### src/hw/rtl/sacd_pkg.sv
// ----------------------------------------------------------------------------
// sacd_pkg
// Shared types, codes and default sizes of the set associative directory.
// ----------------------------------------------------------------------------
`default_nettype none

package sacd_pkg;

    localparam int BUCKET_COUNT_DEF = 1024;
    localparam int WAYS_DEF         = 4;

    localparam int OFF_W    = 40;
    localparam int TAG_W    = 12;

    // Request codes
    typedef enum logic [2:0] {
        REQ_PROBE      = 3'd0,
        REQ_INSERT     = 3'd1,
        REQ_REMOVE     = 3'd2,
        REQ_REMOVE_AT  = 3'd3,
        REQ_TOGGLE     = 3'd4
    } req_code_t;

    // Insert outcome codes
    typedef enum logic [2:0] {
        OUT_NONE     = 3'd0,
        OUT_UPDATED  = 3'd1,
        OUT_EMPTY    = 3'd2,
        OUT_STALE    = 3'd3,
        OUT_COLLIDER = 3'd4,
        OUT_LOWEST   = 3'd5,
        OUT_FAILED   = 3'd6
    } outcome_t;

    // One directory entry; offset zero marks it empty
    typedef struct packed {
        logic             head;
        logic             phase;
        logic [TAG_W-1:0] tag;
        logic [5:0]       blocks;
        logic [1:0]       scale;
        logic [OFF_W-1:0] offset;
    } entry_t;

    typedef enum logic [2:0] {
        ST_CLEAR,
        ST_IDLE,
        ST_READ,
        ST_EVAL
    } state_t;

    // Controller to datapath
    typedef struct packed {
        logic clear_we;
        logic latch;
        logic read;
        logic exec;
    } cmd_t;

    // Datapath to controller
    typedef struct packed {
        logic clear_done;
        logic out_busy;
    } status_t;

endpackage

`default_nettype wire

### src/hw/rtl/sacd_ctrl.sv
// ----------------------------------------------------------------------------
// sacd_ctrl
// Sequencer: clearing sweep after reset, then accept, read row, evaluate.
// ----------------------------------------------------------------------------
`default_nettype none

module sacd_ctrl (
    input  wire logic              clk,
    input  wire logic              rst_n,
    input  wire logic              in_valid,
    output logic                   in_ready,
    input  wire sacd_pkg::status_t status,
    output sacd_pkg::cmd_t         cmd
);

    sacd_pkg::state_t state_reg;
    sacd_pkg::state_t state_next;

    // Hold state
    always_ff @(posedge clk or negedge rst_n)
    begin
        if (!rst_n)
        begin
            state_reg <= sacd_pkg::ST_CLEAR;
        end
        else
        begin
            state_reg <= state_next;
        end
    end

    // Advance through the request steps
    always_comb
    begin
        state_next   = state_reg;
        cmd          = '0;
        in_ready     = 1'b0;
        unique case (state_reg)
            sacd_pkg::ST_CLEAR:
            begin
                cmd.clear_we = 1'b1;
                if (status.clear_done)
                begin
                    state_next = sacd_pkg::ST_IDLE;
                end
            end
            sacd_pkg::ST_IDLE:
            begin
                in_ready = 1'b1;
                if (in_valid)
                begin
                    cmd.latch  = 1'b1;
                    state_next = sacd_pkg::ST_READ;
                end
            end
            sacd_pkg::ST_READ:
            begin
                cmd.read   = 1'b1;
                state_next = sacd_pkg::ST_EVAL;
            end
            sacd_pkg::ST_EVAL:
            begin
                if (!status.out_busy)
                begin
                    cmd.exec   = 1'b1;
                    state_next = sacd_pkg::ST_IDLE;
                end
            end
            default:
            begin
                state_next = sacd_pkg::ST_IDLE;
            end
        endcase
    end

endmodule

`default_nettype wire

### config.mk
export PLATFORM = sky130hd
export DESIGN_NAME = sacd_ctrl
export DESIGN_NICKNAME = d
export VERILOG_FILES = /design/src/hw/rtl/sacd_pkg.sv /design/src/hw/rtl/sacd_ctrl.sv
export SDC_FILE = /design/constraint.sdc
export NUM_CORES = 1
export LEC_CHECK = 0
export BUFFER_PORTS_ARGS = -buffer_cell sky130_fd_sc_hd__buf_4
export CELL_PAD_IN_SITES_DETAIL_PLACEMENT = 0
export CELL_PAD_IN_SITES_GLOBAL_PLACEMENT = 1
export CORE_AREA = 5 5 42 44
export DETAILED_ROUTE_END_ITERATION = 8
export DIE_AREA = 0 0 47 49
export PLACE_DENSITY_LB_ADDON = 0.1
export SLEW_MARGIN = 5
export SYNTH_ARGS = -nofsm -noshare
export SYNTH_HDL_FRONTEND = slang
export SYNTH_SLANG_ARGS = --single-unit
### constraint.sdc
create_clock -name clk -period 1.8 [get_ports clk]
set_input_delay 0.27 -clock clk [delete_from_list [all_inputs] [get_ports clk]]
set_output_delay 0.27 -clock clk [all_outputs]
set_load 0.02 [all_outputs]
Word-level counts from Yosys, hierarchy flattened
Index checks and enable logic that the tools add are counted.
Widths: inputs -> output; s select.
{"block": "totals", "latch_bits": 0, "ramBits": 0, "ff_bits": 3, "out_inout_bits": 5, "input_bits": 5, "rom_bits": 0, "word_cells": 20, "memories": 0}
{"block": "classes", "addsub": 0, "n_div": 0, "reduce_logical": 2, "n_eq_ne": 6, "n_lt_le_gt_ge": 0, "bitwise": 0, "shifts": 0, "multipliers": 0, "mux": 11}
{"op": "$pmux 3 s4", "count": 1}
{"op": "$mux 3", "count": 3}
{"op": "$mux 1", "count": 7}
{"op": "$eq 3x2->1 const B", "count": 2}
{"op": "$ne 2x2->1 const B", "count": 3}
{"op": "$eq 3x1->1 const B", "count": 1}
{"op": "$logic_not 3->1", "count": 1}
{"op": "$reduce_and 3->1", "count": 1}

Longest topological paths before layout
{"block": "depth", "word_depth": 3, "depth_mapped": 5, "ltp_nobuf": 5}

Worst setup path before layout
Ideal clock, no wire load.
{"block": "synth_path", "path_kind": "reg2reg", "start": "reg state_reg[1]", "end": "reg state_reg[1]", "arrival_ns": 1.388, "synth_period_minus_slack_ns": 1.516, "n_path_buf": 0, "setup_time_ns": 0.128, "path_stages_with_launch": 6, "path_slack_ns": 0.284, "path_cell_list": "dfrtp_1 > inv_1 > ha_1 > inv_1 > o221ai_2 > mux2_1"}
{"block": "synth_via", "elab_chain_cells": 3, "word_cells_on_any_way": 9}
{"item": "start, declared", "line_no": "sacd_ctrl.sv:16", "rtl": "sacd_pkg::state_t state_reg;"}
{"item": "start signal, assigned", "line_no": "sacd_ctrl.sv:24", "rtl": "state_reg <= sacd_pkg::ST_CLEAR;"}
{"item": "start signal, assigned", "line_no": "sacd_ctrl.sv:28", "rtl": "state_reg <= state_next;"}
{"item": "$eq 3x2->1 (tied with other cells)", "line_no": "sacd_ctrl.sv:38", "rtl": "unique case (state_reg)"}
{"item": "$ne 2x2->1 (no line)"}
{"item": "$reduce_and 3->1 (no line)"}
Parallel ways exist; a longest one is shown, timed or not.
A chain may end at the register's enable or synchronous reset.

Final worst setup path
Ends and elaborated chain as after synthesis.

==> results.md <==
- Max reg flops: 2
- FF-to-FF End: state_reg[1]
- Count of endpoints failing setup in the final report: 0
- Residual DRC: 0
- Synthesis-to-finish area growth: 66.67%
- Global route overflow: 0
- Clock tree from TritonCTS: yes
- Number of violations of the max-capacitance limit: 0
- Count of H-tree levels built during CTS: 1
- CP endpoint kind: flop
- Worst setup slack before clock tree synthesis: 0.3187 ns
- Area share of xor/xnor cells in the synthesized design: 0
- Endpoints failing hold: 0
- Biggest area consumer among synthesized cells: ha_1
- LEAKAGE: 0.1600 nW
- Cell with the most instances after synthesis: ha_1
- Ratio of total power to cell area: 1649 nW/um^2
- Path category of the worst min-delay check: primary input to async pin
- First drt pass iteration count: 2
- Number of vias per cell: 3.283
- Required time of the critical path: 1.90 ns
- Relative max-transition margin: 0.8541
- Number of antenna violations at the first check in global routing: 0
- Peak supply drop: 476.8 uV
- Async SR Flop Fraction: 1.000
- Area share of the largest cell type after synthesis: 0.3472
- Area of the die: 2303 um^2
- Syn_nets: 27
- # fillers: between 150 and 200
- Number of storage elements in the synthesis netlist: 2
- Synth Cell Area: 180.2 um^2
- CTS clock-pin slew for the worst setup and hold paths: 0.03 ns
- Commonest cells in the synthesized netlist: ha_1, inv_1, dfrtp_1
- Clock period minus final worst setup slack: 1.475 ns
- Outcome: finished, final reports clean
- Actual transition at the worst max-transition pin: 0.2189 ns
- Hold-fix buffers, CTS: 1
- Proportion of layout cells with a drive suffix above 1: 0.4333
- Post-route clock period utilization: 0.8194
- Source-to-sink clock delay at the later pin of the worst-skew pair: between 0.2 and 0.25 ns
- Post-cts sizing count: 0
- Fin nets: 42
- Count of cells along the worst register-to-register path: 5
- Detailed-route wire length per cell: 8.783 um
- Cell row count: 14
- Synthesis warning total: 0
- Die width: 47 um
- Number of DRC markers in iteration 0: 2
- Num CTS Buffers: 3
- R2r setup slk: roughly 0.33 ns
- Total wire length after detailed routing: between 400 and 500 um
- Synth Instances: 17
- Post-synth EDFFs: 0
- CTS root buffer: clkbuf_4
- Effective utilization at floorplan: 0.1286
- CP arrival: 1.57 ns
- Part of the Yosys area used for sequential elements: 0.2778
- Quantity of I/O buffers inserted on ports: 9
- Die boundary height: 49 um
- Ant diodes: 0
- Mux cell area share after synthesis: 0.1181
- Number of global-route vias before repair: 161
- Final Max Tran Viols: 0
- Setup repair after global routing missed its margin: false
- Overall fraction of global-route tracks in use: 0.04225
- Maximum clock rate: a little under 0.7 GHz
- Fraction of the mapped netlist area in adder cells: 0.3472
- Sinks on Clock Net: 2
- Main area contributors after synthesis: ha_1, dfrtp_1, inv_1
- Average footprint of a synthesized cell: 10.60 um^2
- Post-synth top flop: dfrtp_1
- RePlAce Congestion: 0.6081
- Overall Power: 0.0004952 W
- Area share of and/or/nand/nor cells after synthesis: 0.09028
- Max Buffers Root-to-Sink: 2
- Category of the critical setup timing path: flop to flop
- Placeable Area: 1401 um^2
- Largest driver fanout on the critical path: 4
- Largest family of logic cells by synthesized area: adder cells
- Area fraction in compound gates after synthesis: 0.08333
- Setup bufs post-CTS: 0
- Pin count of the biggest net entering global routing: 5
- Count of unique library cells instantiated by Yosys: 9
- Global-route wire length before repair: 669 um
- Multi-input logic area: 115.1 um^2
- Ports placed on the boundary: 10
- Setup Total Neg Slack: 0 ns
- Reg-to-Reg Start: state_reg[1]
- Register Area: approximately 50 um^2
- Critical path launch point type: flop
- Post-route setup slack: 0.3251 ns
- Fin Clk Skew: 0.003140 ns
- Number of nets with antenna violations after routing: 0
- Via Count: approximately 150
logic make-up (layout without fill, tap and decap cells):
kind of cell / Yosys count / after routing
adders and majority gates: 5 / 5
AOI/OAI and AO/OA: 1 / 1
buffers and inverters: 4 / 17
and+or+nand+nor: 3 / 3
DFF: 2 / 2
muxes: 2 / 2
cells in the final DEF, fill, tap and decap left out:
| cell | instances |
|---|---|
| ha_1 | 5 |
| mux2i_1 | 1 |
| clkbuf_4 | 3 |
| nand2_1 | 1 |
| and2_1 | 1 |
| buf_4 | 9 |
| mux2_1 | 1 |
| o221ai_2 | 1 |
| dfrtp_1 | 2 |
| inv_1 | 4 |
| dlygate4sd3_1 | 1 |
| nor2b_1 | 1 |
how the worst max path moves through the flow:
stage	start	to	slack [ns]	cells past startpoint
floorplan	state_reg[1]	state_reg[1]	0.28	5
global placement	state_reg[1]	state_reg[1]	0.32	5
detailed placement	state_reg[1]	state_reg[1]	0.32	5
CTS	state_reg[1]	cmd[2]	0.31	4
global route	state_reg[1]	state_reg[1]	0.23	5
finish	state_reg[1]	state_reg[1]	0.33	5
metrics by stage:
stage                     hold slack, ns  instances  area, um^2  utilization
after floorplan                 -0.02559         17       180.2            -
after global routing              0.3840         46       300.3       0.2143
after detailed placement         0.05404         42       267.8       0.1911
after global placement           0.05487         42       267.8       0.1911
final                             0.3739         46       300.3       0.2143
after CTS                         0.3658         46       300.3       0.2143
report_power, final:
part           internal (W)  leakage, nW  total (W)  switching [W]
registers         0.0000696       0.0224  0.0000948      0.0000251
clock network     0.0000736       0.0138  0.0000994      0.0000258
logic              0.000139        0.124   0.000301       0.000162
total              0.000283        0.160   0.000495       0.000213
critical path, cell delays in order (launching register included):
cell and delay [ns]:
dfrtp_1 0.40, inv_1 0.12, ha_1 0.19, inv_1 0.06, o221ai_2 0.23, mux2_1 0.35
routing by layer:
metal / track usage / routed length [um]
met2: 0.04977 / 194
met3: 0.02214 / 49
met1: 0.05055 / 160
met4: 0.04147 / 0
met5: 0 / 0
final cells by class:
class | instances | area share
well taps | 16 | 0.06667
inverters | 4 | 0.05000
repair buffers | 10 | 0.2583
multi-input cells | 11 | 0.3833
flip-flops and latches | 2 | 0.1667
clock buffers | 3 | 0.07500
No activity file was read; power rests on OpenSTA's default activity.
